$ cat config.mk
export PLATFORM = sky130hd
export DESIGN_NAME = battery_level_gauge_hysteresis
export DESIGN_NICKNAME = d
export VERILOG_FILES = /design/src/design/blgh_pkg.sv /design/src/design/battery_level_gauge_hysteresis.sv
export SDC_FILE = /design/constraint.sdc
export NUM_CORES = 1
export LEC_CHECK = 0
export BUFFER_PORTS_ARGS = -buffer_cell sky130_fd_sc_hd__buf_2
export CORE_UTILIZATION = 50
export DETAILED_ROUTE_END_ITERATION = 16
export GPL_TIMING_DRIVEN = 0
export PLACE_DENSITY = 0.85
export SLEW_MARGIN = 0
export SYNTH_ARGS = -nofsm -noshare
export SYNTH_HDL_FRONTEND = slang
export SYNTH_SLANG_ARGS = --single-unit
$ cat constraint.sdc
create_clock -name clock -period 5.05 [get_ports clock]
set_input_delay 1.01 -clock clock [delete_from_list [all_inputs] [get_ports clock]]
set_output_delay 1.01 -clock clock [all_outputs]
set_load 0.01 [all_outputs]
$ cat src/design/blgh_pkg.sv
// Shared types, register codes and threshold constants for the battery level gauge.
// No dependencies; the top level refers to these by scoped names.
package blgh_pkg;

   // Register indexes, taken from paddr[3:2].
   localparam logic [1:0] REG_FORCE_READING = 2'd0;
   localparam logic [1:0] REG_EMPTY_MARK    = 2'd1;
   localparam logic [1:0] REG_GOOD_MARK     = 2'd2;

   localparam logic [11:0] EMPTY_MARK_RESET = 12'd1145;
   localparam logic [11:0] GOOD_MARK_RESET  = 12'd1550;

   // Charge timer actions.
   localparam logic [1:0] ACT_KEEP  = 2'd0;
   localparam logic [1:0] ACT_CLEAR = 2'd1;
   localparam logic [1:0] ACT_CLAMP = 2'd2;

   // Offset thresholds above the empty mark.
   localparam logic [11:0] OFF_FULL       = 12'd422;
   localparam logic [11:0] OFF_NEAR_FULL  = 12'd350;
   localparam logic [11:0] OFF_RISE_SIX   = 12'd355;
   localparam logic [11:0] OFF_HOLD_SIX   = 12'd396;
   localparam logic [11:0] OFF_CLAMP      = 12'd395;
   localparam logic [15:0] CHARGE_CLAMP_S = 16'd600;
   localparam logic [11:0] OFF_BAND5      = 12'd325;
   localparam logic [11:0] OFF_BAND4      = 12'd260;
   localparam logic [11:0] OFF_BAND3      = 12'd200;
   localparam logic [11:0] OFF_BAND2      = 12'd100;
   localparam logic [11:0] DOWN_BAND5     = 12'd365;
   localparam logic [11:0] DOWN_BAND4     = 12'd320;
   localparam logic [11:0] DOWN_BAND3     = 12'd260;
   localparam logic [11:0] DOWN_BAND2     = 12'd190;
   localparam logic [11:0] DOWN_BAND1     = 12'd90;

   localparam logic [2:0] LEVEL_EMPTY = 3'd0;
   localparam logic [2:0] LEVEL_SIX   = 3'd6;
   localparam logic [2:0] LEVEL_FULL  = 3'd7;

   localparam logic [3:0] CONFIRM_COUNT_MAX = 4'd10;
   localparam logic [3:0] WARN_BLINK_COUNT  = 4'd10;
   localparam logic [3:0] WARN_COUNT_MAX    = 4'd11;

   typedef struct packed {
      logic [11:0] reading;
      logic        output_active;
      logic [15:0] charge_seconds;
   } req_payload_type;

   typedef struct packed {
      logic [2:0] level;
      logic       start_blink;
      logic       clear_full_count;
      logic [1:0] charge_time_action;
   } rsp_payload_type;

endpackage

$ cat src/design/battery_level_gauge_hysteresis.sv
// Battery level gauge with hysteresis: input register, band logic, result register.
// Depends on blgh_pkg for payload types, register codes and thresholds.
// A request is held in the input register, then its result in the result register.
// One request per cycle unless rsp_ready stalls; level and counters take one compare pass.
// Reset (synchronous, active high) clears level and counters, restores register defaults.
module battery_level_gauge_hysteresis (
   input  logic                     clock,
   input  logic                     reset,
   input  logic                     req_valid,
   output logic                     req_ready,
   input  blgh_pkg::req_payload_type req_payload,
   output logic                     rsp_valid,
   input  logic                     rsp_ready,
   output blgh_pkg::rsp_payload_type rsp_payload,
   input  logic                     psel,
   input  logic                     penable,
   input  logic                     pwrite,
   input  logic [3:0]               paddr,
   input  logic [31:0]              pwdata,
   output logic [31:0]              prdata,
   output logic                     pready
);

   logic                      force_reading_ff;
   logic [11:0]               empty_mark_ff;
   logic [11:0]               good_mark_ff;
   logic [2:0]                level_ff, level_in;
   logic [3:0]                confirm_ff, confirm_in;
   logic [3:0]                warn_ff, warn_in;
   logic                      stage_valid_ff;
   blgh_pkg::req_payload_type stage_ff;
   logic                      rsp_valid_ff;
   blgh_pkg::rsp_payload_type rsp_ff, rsp_in;
   logic                      out_free;
   logic                      advance;
   logic                      cfg_write;

   logic [11:0] rd;
   logic [11:0] off;
   logic [3:0]  confirm_inc;
   logic [3:0]  warn_inc;
   logic        low_pending;
   logic        confirmed_low;

   assign pready    = 1'b1;
   assign cfg_write = psel & penable & pwrite;

   always_comb begin
      prdata = 32'd0;
      unique case (paddr[3:2])
         blgh_pkg::REG_FORCE_READING: prdata = {31'd0, force_reading_ff};
         blgh_pkg::REG_EMPTY_MARK:    prdata = {20'd0, empty_mark_ff};
         blgh_pkg::REG_GOOD_MARK:     prdata = {20'd0, good_mark_ff};
         default:                     prdata = 32'd0;
      endcase
   end

   always_ff @(posedge clock) begin
      if (reset) begin
         force_reading_ff <= 1'b0;
         empty_mark_ff    <= blgh_pkg::EMPTY_MARK_RESET;
         good_mark_ff     <= blgh_pkg::GOOD_MARK_RESET;
      end else if (cfg_write) begin
         unique case (paddr[3:2])
            blgh_pkg::REG_FORCE_READING: force_reading_ff <= pwdata[0];
            blgh_pkg::REG_EMPTY_MARK:    empty_mark_ff    <= pwdata[11:0];
            blgh_pkg::REG_GOOD_MARK:     good_mark_ff     <= pwdata[11:0];
            default: ;
         endcase
      end
   end

   // The input stage empties whenever the result register can take its request.
   assign out_free  = ~rsp_valid_ff | rsp_ready;
   assign advance   = stage_valid_ff & out_free;
   assign req_ready = ~stage_valid_ff | out_free;
   assign rsp_valid   = rsp_valid_ff;
   assign rsp_payload = rsp_ff;

   always_comb begin
      rd = force_reading_ff ? good_mark_ff : stage_ff.reading;
      confirm_inc = (confirm_ff >= blgh_pkg::CONFIRM_COUNT_MAX) ?
                    blgh_pkg::CONFIRM_COUNT_MAX : confirm_ff + 4'd1;
      warn_inc = (warn_ff >= blgh_pkg::WARN_COUNT_MAX) ?
                 blgh_pkg::WARN_COUNT_MAX : warn_ff + 4'd1;
      low_pending   = 1'b0;
      confirmed_low = 1'b0;
      confirm_in = confirm_ff;
      warn_in    = warn_ff;
      level_in   = level_ff;
      rsp_in.start_blink        = 1'b0;
      rsp_in.clear_full_count   = 1'b0;
      rsp_in.charge_time_action = blgh_pkg::ACT_KEEP;

      priority if (rd > good_mark_ff) begin
         confirm_in = 4'd0;
      end else if (rd < empty_mark_ff) begin
         confirm_in = confirm_inc;
         if (confirm_inc < blgh_pkg::CONFIRM_COUNT_MAX) begin
            low_pending = 1'b1;
         end else begin
            confirmed_low = 1'b1;
            level_in      = blgh_pkg::LEVEL_EMPTY;
            if (stage_ff.output_active) begin
               warn_in = warn_inc;
               rsp_in.start_blink = (warn_ff == blgh_pkg::WARN_BLINK_COUNT - 4'd1);
            end
         end
      end else begin
         confirm_in = 4'd0;
         warn_in    = 4'd0;
      end

      // A confirmed low reading counts as sitting on the empty mark: offset zero.
      off = (!confirmed_low && rd >= empty_mark_ff) ? rd - empty_mark_ff : 12'd0;

      if (!low_pending) begin
         priority if (off >= blgh_pkg::OFF_FULL) begin
            level_in = blgh_pkg::LEVEL_FULL;
         end else if (off > blgh_pkg::OFF_NEAR_FULL) begin
            rsp_in.clear_full_count = 1'b1;
            if (level_ff < blgh_pkg::LEVEL_SIX) begin
               if (off > blgh_pkg::OFF_RISE_SIX) level_in = blgh_pkg::LEVEL_SIX;
            end else if (stage_ff.charge_seconds == 16'd0 && off < blgh_pkg::OFF_HOLD_SIX) begin
               level_in = blgh_pkg::LEVEL_SIX;
            end
            if (stage_ff.charge_seconds > blgh_pkg::CHARGE_CLAMP_S &&
                off > blgh_pkg::OFF_CLAMP) begin
               rsp_in.charge_time_action = blgh_pkg::ACT_CLAMP;
               level_in = blgh_pkg::LEVEL_FULL;
            end
         end else if (off > blgh_pkg::OFF_BAND5) begin
            rsp_in.charge_time_action = blgh_pkg::ACT_CLEAR;
            if (level_ff <= 3'd5 || off < blgh_pkg::DOWN_BAND5) level_in = 3'd5;
         end else if (off > blgh_pkg::OFF_BAND4) begin
            rsp_in.charge_time_action = blgh_pkg::ACT_CLEAR;
            if (level_ff <= 3'd4 || off < blgh_pkg::DOWN_BAND4) level_in = 3'd4;
         end else if (off > blgh_pkg::OFF_BAND3) begin
            rsp_in.charge_time_action = blgh_pkg::ACT_CLEAR;
            if (level_ff <= 3'd3 || off < blgh_pkg::DOWN_BAND3) level_in = 3'd3;
         end else if (off > blgh_pkg::OFF_BAND2) begin
            rsp_in.charge_time_action = blgh_pkg::ACT_CLEAR;
            if (level_ff <= 3'd2 || off < blgh_pkg::DOWN_BAND2) level_in = 3'd2;
         end else if (off > 12'd0) begin
            rsp_in.charge_time_action = blgh_pkg::ACT_CLEAR;
            if (level_ff <= 3'd1 || off < blgh_pkg::DOWN_BAND1) level_in = 3'd1;
         end else begin
            // An offset of zero selects no band, so the level is left alone.
         end
      end

      rsp_in.level = level_in;
   end

   always_ff @(posedge clock) begin
      if (reset) begin
         stage_valid_ff <= 1'b0;
         rsp_valid_ff   <= 1'b0;
         level_ff       <= 3'd0;
         confirm_ff     <= 4'd0;
         warn_ff        <= 4'd0;
      end else begin
         if (req_ready) stage_valid_ff <= req_valid;
         if (advance) begin
            rsp_valid_ff <= 1'b1;
            level_ff     <= level_in;
            confirm_ff   <= confirm_in;
            warn_ff      <= warn_in;
         end else if (rsp_ready) begin
            rsp_valid_ff <= 1'b0;
         end
      end
   end

   always_ff @(posedge clock) begin
      if (req_valid && req_ready) stage_ff <= req_payload;
      if (advance) rsp_ff <= rsp_in;
   end

   a_counters_bounded: assert property (@(posedge clock) disable iff (reset)
      confirm_ff <= blgh_pkg::CONFIRM_COUNT_MAX && warn_ff <= blgh_pkg::WARN_COUNT_MAX)
      else $error("low counters exceeded their saturation values");

   a_blink_at_empty: assert property (@(posedge clock) disable iff (reset)
      rsp_valid_ff && rsp_ff.start_blink |->
         rsp_ff.level == blgh_pkg::LEVEL_EMPTY &&
         rsp_ff.charge_time_action == blgh_pkg::ACT_KEEP)
      else $error("blink request raised while level is not empty");

   a_near_full_action: assert property (@(posedge clock) disable iff (reset)
      rsp_valid_ff && rsp_ff.clear_full_count |->
         rsp_ff.charge_time_action != blgh_pkg::ACT_CLEAR)
      else $error("near-full band gave a timer clear action");

   a_level_tracks_result: assert property (@(posedge clock) disable iff (reset)
      advance |=> rsp_ff.level == level_ff)
      else $error("stored level differs from the level just delivered");

endmodule
Word level (Yosys, flattened, before mapping)
Cells that the tools add are included.
{"block": "op_classes", "mux": 46, "n_bitwise": 10, "n_reduce_logical": 19, "n_lt_le_gt_ge": 28, "n_eq_ne": 5, "addsub": 3}
{"cell": "$gt A12 B9 Y1 const B", "count": 5}
{"cell": "$mux W3", "count": 20}
{"cell": "$lt A12 B9 Y1 const B", "count": 4}
{"cell": "$pmux W12 S3", "count": 1}
{"cell": "$mux W4", "count": 7}
{"cell": "$mux W12", "count": 2}
{"cell": "$gt A16 B10 Y1 const B", "count": 1}
{"cell": "$logic_not A16 Y1", "count": 1}
{"cell": "$mux W1", "count": 14}
{"cell": "$ge A12 B12 Y1", "count": 1}
{"cell": "$ge A12 B9 Y1 const B", "count": 1}
{"cell": "$gt A12 B1 Y1 const B", "count": 1}
{"cell": "$gt A12 B12 Y1", "count": 1}
{"cell": "$gt A12 B7 Y1 const B", "count": 1}
{"cell": "$gt A12 B8 Y1 const B", "count": 1}
{"cell": "$lt A12 B12 Y1", "count": 1}
{"cell": "$lt A12 B7 Y1 const B", "count": 1}
{"cell": "$lt A12 B8 Y1 const B", "count": 1}
{"cell": "$sub A12 B12 Y12", "count": 1}
{"cell": "$add A4 B1 Y4 const B", "count": 2}
{"cell": "$ge A4 B4 Y1 const B", "count": 2}
{"cell": "$le A3 B2 Y1 const B", "count": 2}
{"cell": "$le A3 B3 Y1 const B", "count": 2}
{"cell": "$reduce_and A2 Y1", "count": 3}
{"cell": "other kinds (19)", "count": 35}
{"block": "word_totals", "inputBits": 72, "output_inout_bits": 42, "reg_bits": 74}

Longest topological paths before layout
Gate-level depths: netlist of the first run.
{"block": "depth", "ltp_word": 20, "ltp_mapped": 16, "depth_no_buf": 14}

Least setup slack after synthesis of the first run
OpenSTA, ideal clock, no wires.
{"block": "synth_timing", "path_type": "reg-to-reg", "start": "register force_reading_ff", "end": "register rsp_ff (netlist bit rsp_payload[5]) (data pin)", "setup_slack_ns": 1.342, "path_buffers": 2, "arrival_ns": 3.448, "t_required_ns": 4.790, "path_stages_with_launch": 14, "setup_ns": 0.260, "path_cell_list": "dfxtp_1 > clkbuf_1 > mux2_2 > ha_1 > buf_6 > a21o_1 > a211o_1 > or3_4 > o221ai_2 > nand2_2 > o41ai_4 > o2bb2ai_1 > a21oi_1 > nor2_1"}
{"block": "synth_between", "elab_chain_len": 18}
{"item": "start, declared", "line_no": "battery_level_gauge_hysteresis.sv:24", "rtl": "logic force_reading_ff;"}
{"item": "start signal, assigned", "line_no": "battery_level_gauge_hysteresis.sv:65", "rtl": "blgh_pkg::REG_FORCE_READING: force_reading_ff <= pwdata[0];"}
{"item": "$mux W12 (*)", "line_no": "battery_level_gauge_hysteresis.sv:81", "rtl": "rd = force_reading_ff ? good_mark_ff : stage_ff.reading;"}
{"item": "$lt A12 B12 Y1", "line_no": "battery_level_gauge_hysteresis.sv:97", "rtl": "end else if (rd < empty_mark_ff) begin"}
{"item": "$mux W1", "line_no": "battery_level_gauge_hysteresis.sv:97"}
{"item": "$mux W1", "line_no": "battery_level_gauge_hysteresis.sv:95", "rtl": "priority if (rd > good_mark_ff) begin"}
{"item": "$logic_not A1 Y1", "line_no": "battery_level_gauge_hysteresis.sv:115", "rtl": "off = (!confirmed_low && rd >= empty_mark_ff) ? rd - empty_mark_ff : 12'd0;"}
{"item": "$logic_and A1 B1 Y1", "line_no": "battery_level_gauge_hysteresis.sv:115"}
{"item": "$mux W12", "line_no": "battery_level_gauge_hysteresis.sv:115"}
{"item": "$lt A12 B7 Y1", "line_no": "battery_level_gauge_hysteresis.sv:146", "rtl": "if (level_ff <= 3'd1 || off < blgh_pkg::DOWN_BAND1) level_in = 3'd1;"}
{"item": "[3 not listed]"}
{"item": "$mux W3", "line_no": "battery_level_gauge_hysteresis.sv:141", "rtl": "end else if (off > blgh_pkg::OFF_BAND2) begin"}
{"item": "$mux W3", "line_no": "battery_level_gauge_hysteresis.sv:138", "rtl": "end else if (off > blgh_pkg::OFF_BAND3) begin"}
{"item": "$mux W3", "line_no": "battery_level_gauge_hysteresis.sv:135", "rtl": "end else if (off > blgh_pkg::OFF_BAND4) begin"}
{"item": "$mux W3", "line_no": "battery_level_gauge_hysteresis.sv:132", "rtl": "end else if (off > blgh_pkg::OFF_BAND5) begin"}
{"item": "$mux W3", "line_no": "battery_level_gauge_hysteresis.sv:120", "rtl": "end else if (off > blgh_pkg::OFF_NEAR_FULL) begin"}
{"item": "$mux W3", "line_no": "battery_level_gauge_hysteresis.sv:118", "rtl": "priority if (off >= blgh_pkg::OFF_FULL) begin"}
{"item": "$mux W3 (*)", "line_no": "battery_level_gauge_hysteresis.sv:117", "rtl": "if (!low_pending) begin"}
{"item": "via level_in[1]", "line_no": "battery_level_gauge_hysteresis.sv:27", "rtl": "logic [2:0] level_ff, level_in;"}
{"item": "end signal, assigned", "line_no": "battery_level_gauge_hysteresis.sv:177", "rtl": "if (advance) rsp_ff <= rsp_in;"}
{"item": "end, declared", "line_no": "battery_level_gauge_hysteresis.sv:33", "rtl": "blgh_pkg::rsp_payload_type rsp_ff, rsp_in;"}
Mark *: on every way through the listed nets, which the timed path passes. The rest lies on a longest branch.
A chain may end at the register's enable or synchronous reset.

Worst setup path in the final report of the first run
{"block": "layout_timing", "start": "register force_reading_ff", "end": "register rsp_ff (netlist bit rsp_payload[4]) (data pin)"}
Same word-level chain as after synthesis.

==> impl.org, run 1 <==
** Setup path
- Worst r2r path cells :: 15
- The critical path is of the reg2reg type.
- Worst endpoint required time :: between 5 and 6 ns
- Critical Path Fanout Max :: 10
- The critical path goes through clkbuf_1 -> mux2i_1 -> ha_1 -> inv_1 -> fa_1 -> and3_1 -> nor3_2 -> o21ai_1 -> a31oi_1 -> a21oi_1 -> o21ai_0 -> nand2_1 -> o311a_1 -> o21ai_1 -> nand2_1.
- In this run the critical register-to-register path is captured at rsp_payload[4].
- Start point of the critical path :: force_reading_ff
- For this design, the slowest cell found on the critical path is clkbuf_1.
- Data arrives at the worst endpoint at 4.76 ns.
- In this run the register-to-register setup slack is about 0.40 ns.
- CP max stage delay :: 0.52 ns
- The worst setup path is launched from a register.
- The worst setup path is captured at a register.
- FF-to-FF Start :: force_reading_ff
- The most critical setup path has its endpoint at rsp_payload[4].

** Power and ir drop
- The completed layout was analyzed and its total power is 1450 uW.
- For this design the ratio of total power to cell area is 251 nW/um^2.
- The worst-case IR drop observed on VDD is 250 uV.
- For this design the static power due to leakage is 0.00235 uW.

** Die
- For this design the top-level I/O count stands at between 100 and 150.
- After floorplanning, the core was divided into 36 placement rows.
- The die covers 10400 sq um.
- The floorplan step set the die height to between 100 and 150 um.
- Floorplan core area :: 9730 sq um
- The die is 102 um wide.
- The initial utilization of the core area, before any placement, comes to 51.5%.

** Global routing
- Number of antenna violations at the first check in global routing :: 0
- Met3 track demand over resource :: 5.40%
- Most Used Layer, Global Route :: met2
- The first global-routing pass estimated 20.4 mm of wire.
- Met2 Usage GRT :: 42.0%
- Global Route met1 Usage :: 30.8%
- Global routing finished with a remaining overflow of 0.
- GR Util All Layers :: between 20% and 30%
- Via count of the first global-routing pass :: 4378
- Entering global routing, the biggest net connects 30 pins.

** Synthesis
- Among all flip-flop cells after synthesis, the most frequent one is dfxtp_1.
- Sequential element share of the synthesized area :: 36.8%
- Of all flip-flops after synthesis, the portion carrying an async set or reset was 0%.
- Counting flops with a built-in enable in the synthesized netlist gives 36.
- Most area-hungry cell type in the Yosys netlist :: edfxtp_1
- After synthesis, the netlist uses 88 different library cells.
- In this run, synthesis produced a sequential element count of 74.
- In this run the biggest area consumer among cell types represents 21.6% of the synthesized area.
- Dominant cells by area after synthesis :: edfxtp_1, dfxtp_1, ha_1
- Synthesis Warnings :: 0
- Synthesis handed over a netlist of 549 instances.
- The cell area that synthesis handed to floorplanning was ~5000 sq um.
- Average cell area after synthesis :: 9.12 sq um

** Place
- During placement, the flow inserted port buffers numbering a little under 70.
- Routability-driven placement finished with a final weighted congestion of 0.970.
- Detailed placement ended at an HPWL of 9.45 mm.
- Counting tap cells, the placed design contains a total of 770 instances.

** Layout
- Synth-to-layout area growth :: 15.5%
- Leaving out fill and tap cells, the most frequent cell in the layout is buf_2.
- Filler cell count :: 847
- Fraction of final layout cells sized beyond drive strength 1 :: 24.2%
- The count of cells in the finished layout, fillers not included, comes to between 700 and 800.
- In the final layout, the multi-input gates occupy 2830 sq um.
- Net count, final :: 749
- Diodes inserted :: 0
- In the layout the commonest cells are buf_2, nand2_1, a21oi_1, nor2_1, dfxtp_1.
- Total area of sequential cells :: 1840 sq um

** Timing
- Clock tree skew after final layout :: between 0.01 and 0.015 ns
- Relative max-transition margin :: approximately 29%
- Final setup TNS :: 0 ns
- In the finished design, the share of the clock period the worst path needs comes to 92.0%.
- Hold violation total from the final report :: 0
- The worst path in the final design needs a cycle of 4.65 ns, including I/O delays and setup.
- For this run, the top clock speed supported by timing is approximately 220 MHz.
- Setup violations remaining at the end of the flow were counted as 0.
- At the pin with the least slew margin, the transition time is between 1 and 1.5 ns.
- RSZ-0062 raised after global routing :: false
- The number of max-slew violations in the final report is 0.

** Clocking
- Clock buffer depth :: 2
- TritonCTS created 9 clock buffers.
- Postcts setup bufs :: 0
- Post-cts sizing count :: 0
- TritonCTS built the clock tree.
- Clock insertion delay at the later pin of the skew report :: around 0.37 ns
- Clock transition at the register clock pins on the worst setup and hold paths after CTS :: 0.08 ns
- The number of hold buffers added after CTS was 0.
- H-tree levels :: 3
- CTS saw 74 sinks.
- The tree is rooted in a clkbuf_8.

** Detailed routing
- Summing over every cut layer, the via total after detailed routing is 4597.
- Summed over all layers, the routed wires come to around 13 mm.
- Number of detailed-route iterations in the first pass :: 5
- After detailed routing, the number of remaining DRC violations is 0.
- Detailed-route wire length per cell :: 16.2 um
- Once detail routing completed, the nets flagged for antenna violations numbered 0.
- After detailed routing, the number of vias per cell comes to 5.85.
- For this block, the initial DRC count from the detailed router was 199.

** Worst hold path
- The tightest min-delay check is of the reg2reg type.

** Run status
- The flow ran to the end, and the final reports show no timing, DRC or antenna violations.

** Flow run
- The tool flagged a number of max-cap violations equal to 0.
## state kept, by name, summed over array words and instances (netlist names), 3 cells and up
name           flops
warn_ff            4
stage_ff          29
good_mark_ff      12
confirm_ff         4
level_ff           3
empty_mark_ff     12
rsp_payload        7
## synth_stat cells, types with 10 or more instances
library cell	number
ha_1	28
dfxtp_1	38
a22o_1	11
a31oi_1	10
nor2_1	42
nand2_1	57
buf_4	24
nor3_1	10
o21ai_0	18
nand4_1	11
edfxtp_1	36
mux2_2	11
a21oi_1	44
inv_1	30
a211o_1	13
## per-layer routing
| layer | vias to the layer above | share of wire [%] |
|---|---|---|
| met5 | - | 0 |
| met4 | 0 | 3.1 |
| met3 | 31 | 7.8 |
| met2 | 245 | 48 |
| met1 | 2125 | 41 |
| li1 | 2196 | - |
## power breakdown
group / switching (uW) / internal, uW
registers: 10.4 / 656
clock network: 228 / 228
logic: 200 / 132
## metrics by stage
stage	setup WS, ns	utilization [%]	area, sq um	hold slack (ns)
floorplan	1.34	-	5080	0.449
global placement	0.482	57.4	5590	0.462
detailed placement	0.542	57.4	5590	0.466
CTS	0.501	59.4	5780	0.482
global route	0.0586	59.4	5780	0.505
finish	0.403	59.4	5780	0.480
## critical path: cells and delay by family, from the launching register on
family | cells | cell delay (ns)
AOI/OAI and AO/OA | 6 | 1.50
adders and majority gates | 2 | 0.76
and+or+nand+nor | 4 | 0.74
buffers and inverters | 2 | 0.59
DFF | 1 | 0.44
muxes | 1 | 0.36
## layout make-up
class                   instances  area share [%]
inverters                      31            2.01
repair buffers                 69            5.97
multi-input cells             419            49.0
flip-flops and latches         74            31.8
clock inverters                 6            1.13
well taps                     133            2.88
plain buffers                  44            5.00
clock buffers                  10            2.21
## worst min-delay path by stage
stage	start	cells past startpoint	endpoint	slack, ns
4_1_cts	empty_mark_ff[9]	2	empty_mark_ff[9]	0.48
3_3_place_gp	empty_mark_ff[8]	2	empty_mark_ff[8]	0.46
3_5_place_dp	empty_mark_ff[7]	2	empty_mark_ff[7]	0.47
2_1_floorplan	empty_mark_ff[11]	2	empty_mark_ff[11]	0.45
6_report	empty_mark_ff[11]	2	empty_mark_ff[11]	0.48
5_1_grt	empty_mark_ff[2]	2	empty_mark_ff[2]	0.50
## kinds of logic after synthesis
group | Yosys count | share of synthesized area, %
compound gates | 167 | 24.6
flops | 74 | 36.8
buf+inv | 75 | 8.10
simple gates | 180 | 18.3
fa+ha+maj | 29 | 7.40
mux | 14 | 3.07
xor+xnor | 8 | 1.55
other cells | 2 | 0.150
Power figures use the tool's default switching activity.
==> run 2, diff against run 1 <==
- RECOVER_POWER: unset -> 25
==> impl.org, run 2 (synthesis results as in run 1) <==
** Timing
- Hold is met by 0.480 ns.
- Minimum period implied by the final worst setup slack :: 4.65 ns
- Setup slack on the critical path of the routed design comes to 0.396 ns.
- Static timing analysis puts the maximum clock frequency at 215 MHz.
- Setup violations remaining at the end of the flow were counted as 0.
- Headroom to the max-slew limit came out at between 20 and 30%.
- Final setup TNS :: 0 ns
- Final cycle utilization of the critical path :: 92.2%
- For the pin with the worst max-slew slack, the measured transition is 1.07 ns.
- Setup repair after global routing left no endpoint under its margin.
- Clock skew on the completed layout was measured at 0.0102 ns.
- The number of hold violations in the final report is 0.
- The number of max-slew violations in the final report came to 0.

** Layout
- stage_ff holds more flip-flops than any other register.
- Registers take 1840 sq um.
- Most used cells in the layout excluding fill and tap cells :: buf_2, nand2_1, a21oi_1, nor2_1, dfxtp_1
- From synthesis to final layout, the design area changed by 15.5%.
- In the final layout, the multi-input gates occupy 2830 sq um.
- Diodes inserted :: 0
- With fillers left out, the area of the finished cells amounts to 5780 sq um.
- Largest registers :: stage_ff (29), empty_mark_ff (12), good_mark_ff (12)
- After filler insertion, the fill cell instance count of the layout stands at 847.
- Commonest non-fill, non-tap cell in the layout :: buf_2
- Final Instance Count excl. Fillers :: just under 800
- The register with the most flip-flops in the layout has 29 of them.
- Net count, final :: 749
- Fraction of final layout cells sized beyond drive strength 1 :: 24.2%

** Global routing
- The first global-routing pass estimated 20.4 mm of wire.
- In the global route stage, overall resource usage came out at 25.5%.
- Via count of the first global-routing pass :: 4378
- Entering global routing, the biggest net connects 30 pins.
- Total global routing overflow :: 0
- Number of antenna violations at the first check in global routing :: 0

** Power and ir drop
- Relative contribution of sequential cells to total power :: 45.8%
- Of the total power, the share spent switching nets is 30.2%.
- Power Dens Cells :: 251 nW/um^2
- Proportion of power drawn by the clock network :: 31.4%
- Max rail drop VDD :: between 200 and 300 uV
- Internal power comes to 1020 uW.
- For this design the static power due to leakage is around 0.0023 uW.
- Per report_power, the combinational group accounts for a little under a quarter of the total.
- Reported net switching power :: about 440 uW

** Detailed routing
- DRT iter0 DRCs :: 202
- The first detailed-routing pass took 4 iterations.
- After detailed routing, the number of vias per cell comes to approximately 6.
- After detailed routing, the total wire length is 12.8 mm.
- Drc violations :: 0
- Detailed-route wire length per cell :: ~16 um
- Total number of vias :: between 4000 and 5000
- DRT antenna net count :: 0

** Worst hold path
- Worst Min Path Start :: empty_mark_ff[11]
- Class of the tightest hold or removal check :: reg2reg
- The worst hold path terminates at empty_mark_ff[11].
- Counting instances, the worst hold path has a depth of 2.

** Clocking
- After clock tree synthesis, the clock-pin slew on the worst setup and hold paths is 0.08 ns.
- The cell sitting at the root of the clock tree is a clkbuf_8.
- In this run the post-CTS setup repair buffer count came out at 0.
- H-tree levels :: 3
- Clock insertion delay at the later pin of the skew report :: 0.37 ns
- The clock passes through at most 2 buffers.
- TritonCTS built the clock tree.
- Gates resized during post-CTS repair numbered 0.
- For this design, the CTS-stage hold fixing added 0 buffers.
- Counting the buffers created by CTS gives 9.
- For this design, the sink count on the clock tree is 74.

** Setup path
- Slowest-stage cell, CP :: clkbuf_1
- CP max stage delay :: 0.52 ns
- In this run the critical register-to-register path is captured at rsp_payload[4].
- The number of cells on the worst reg-to-reg path is 15.
- Data on the critical path arrives at its endpoint at between 4 and 5 ns.
- CP Cell Sequence :: clkbuf_1 -> mux2i_1 -> ha_1 -> inv_1 -> fa_1 -> and3_1 -> nor3_2 -> o21ai_1 -> a31oi_1 -> a21oi_1 -> o21ai_0 -> nand2_1 -> o311a_1 -> o21ai_1 -> nand2_1
- Kind of start point of the critical path :: register
- Crit path kind :: reg2reg
- The worst setup path is captured at a register.
- Worst endpoint required time :: 5.16 ns
- Setup slack on the worst reg-to-reg path comes out at 0.40 ns.
- FF-to-FF Start :: force_reading_ff
- Crit path max-delay family :: compound AO/OA/AOI/OAI gates
- Buffer and inverter count on the worst path :: 2
- Critical Path Fanout Max :: 10

** Die
- Total Die Area :: 10400 sq um
- Num ports :: between 100 and 150
- Die outline width :: approximately 100 um
- Die H :: 102 um
- The initialized floorplan defines 36 standard-cell rows.
- The floorplan step defined a core boundary enclosing a little under 10000 sq um.
- Initial Util :: between 50% and 60%

** Place
- Number of port buffers :: a little under 70
- In this run, placement finished with an instance count of just under 800.
- Weighted congestion at the end of routability-driven global placement :: 0.970
- Setup WS pre-CTS :: 0.542 ns
- In this run the cell area measured after placement is 5590 sq um.
- Half-perimeter wire length of the detailed placement result :: 9.45 mm

** Run status
- The run finished with clean final reports.

** Flow run
- The tool flagged a number of max-cap violations equal to 0.
==> run 2: cell types whose count changed in the layout (fill, tap and decap cells not counted) <==
cell	change
buf_1	-1
clkbuf_1	+1
==> run 2: layout make-up <==
class / instances / area share (%)
multi-input cells: 419 / 49.0
flip-flops and latches: 74 / 31.8
repair buffers: 69 / 5.97
plain buffers: 44 / 5.00
well taps: 133 / 2.88
clock buffers: 10 / 2.21
inverters: 31 / 2.01
clock inverters: 6 / 1.13
==> run 2: metrics by stage <==
step,power [uW],utilization (%)
floorplan,913,-
global placement,995,57.4
detailed placement,1000,57.4
CTS,1460,59.4
global route,1520,59.4
finish,1450,59.4
==> run 2: tightest hold or removal path: stages, from the launching register on <==
cell	delay, ns
dfxtp_1	0.33
nand2_1	0.05
a21oi_1	0.06
==> run 2: worst max path at each step <==
stage                     start             end  slack (ns)  depth (start not counted)
3_5_place_dp   force_reading_ff  rsp_payload[6]        0.54                         15
3_3_place_gp   force_reading_ff  rsp_payload[6]        0.48                         15
6_report       force_reading_ff  rsp_payload[4]        0.40                         15
5_1_grt        force_reading_ff  rsp_payload[6]        0.06                         15
2_1_floorplan  force_reading_ff  rsp_payload[5]        1.34                         13
4_1_cts        force_reading_ff  rsp_payload[6]        0.50                         15
==> run 2: metal layers <==
metal	global-route usage (%)	vias to the layer above	wire length (um)
met2	42.0	237	6070
met3	5.40	33	988
met4	14.5	0	419
li1	-	2194	-
met1	30.8	2119	5310
met5	0	-	0
==> run 2: power groups by stage <==
stage	registers (uW)	logic, uW	clock network [uW]
after global placement	678	316	0
after CTS	666	325	464
after detailed placement	680	322	0
after global routing	668	365	489
final	666	332	456
after floorplan	679	235	0
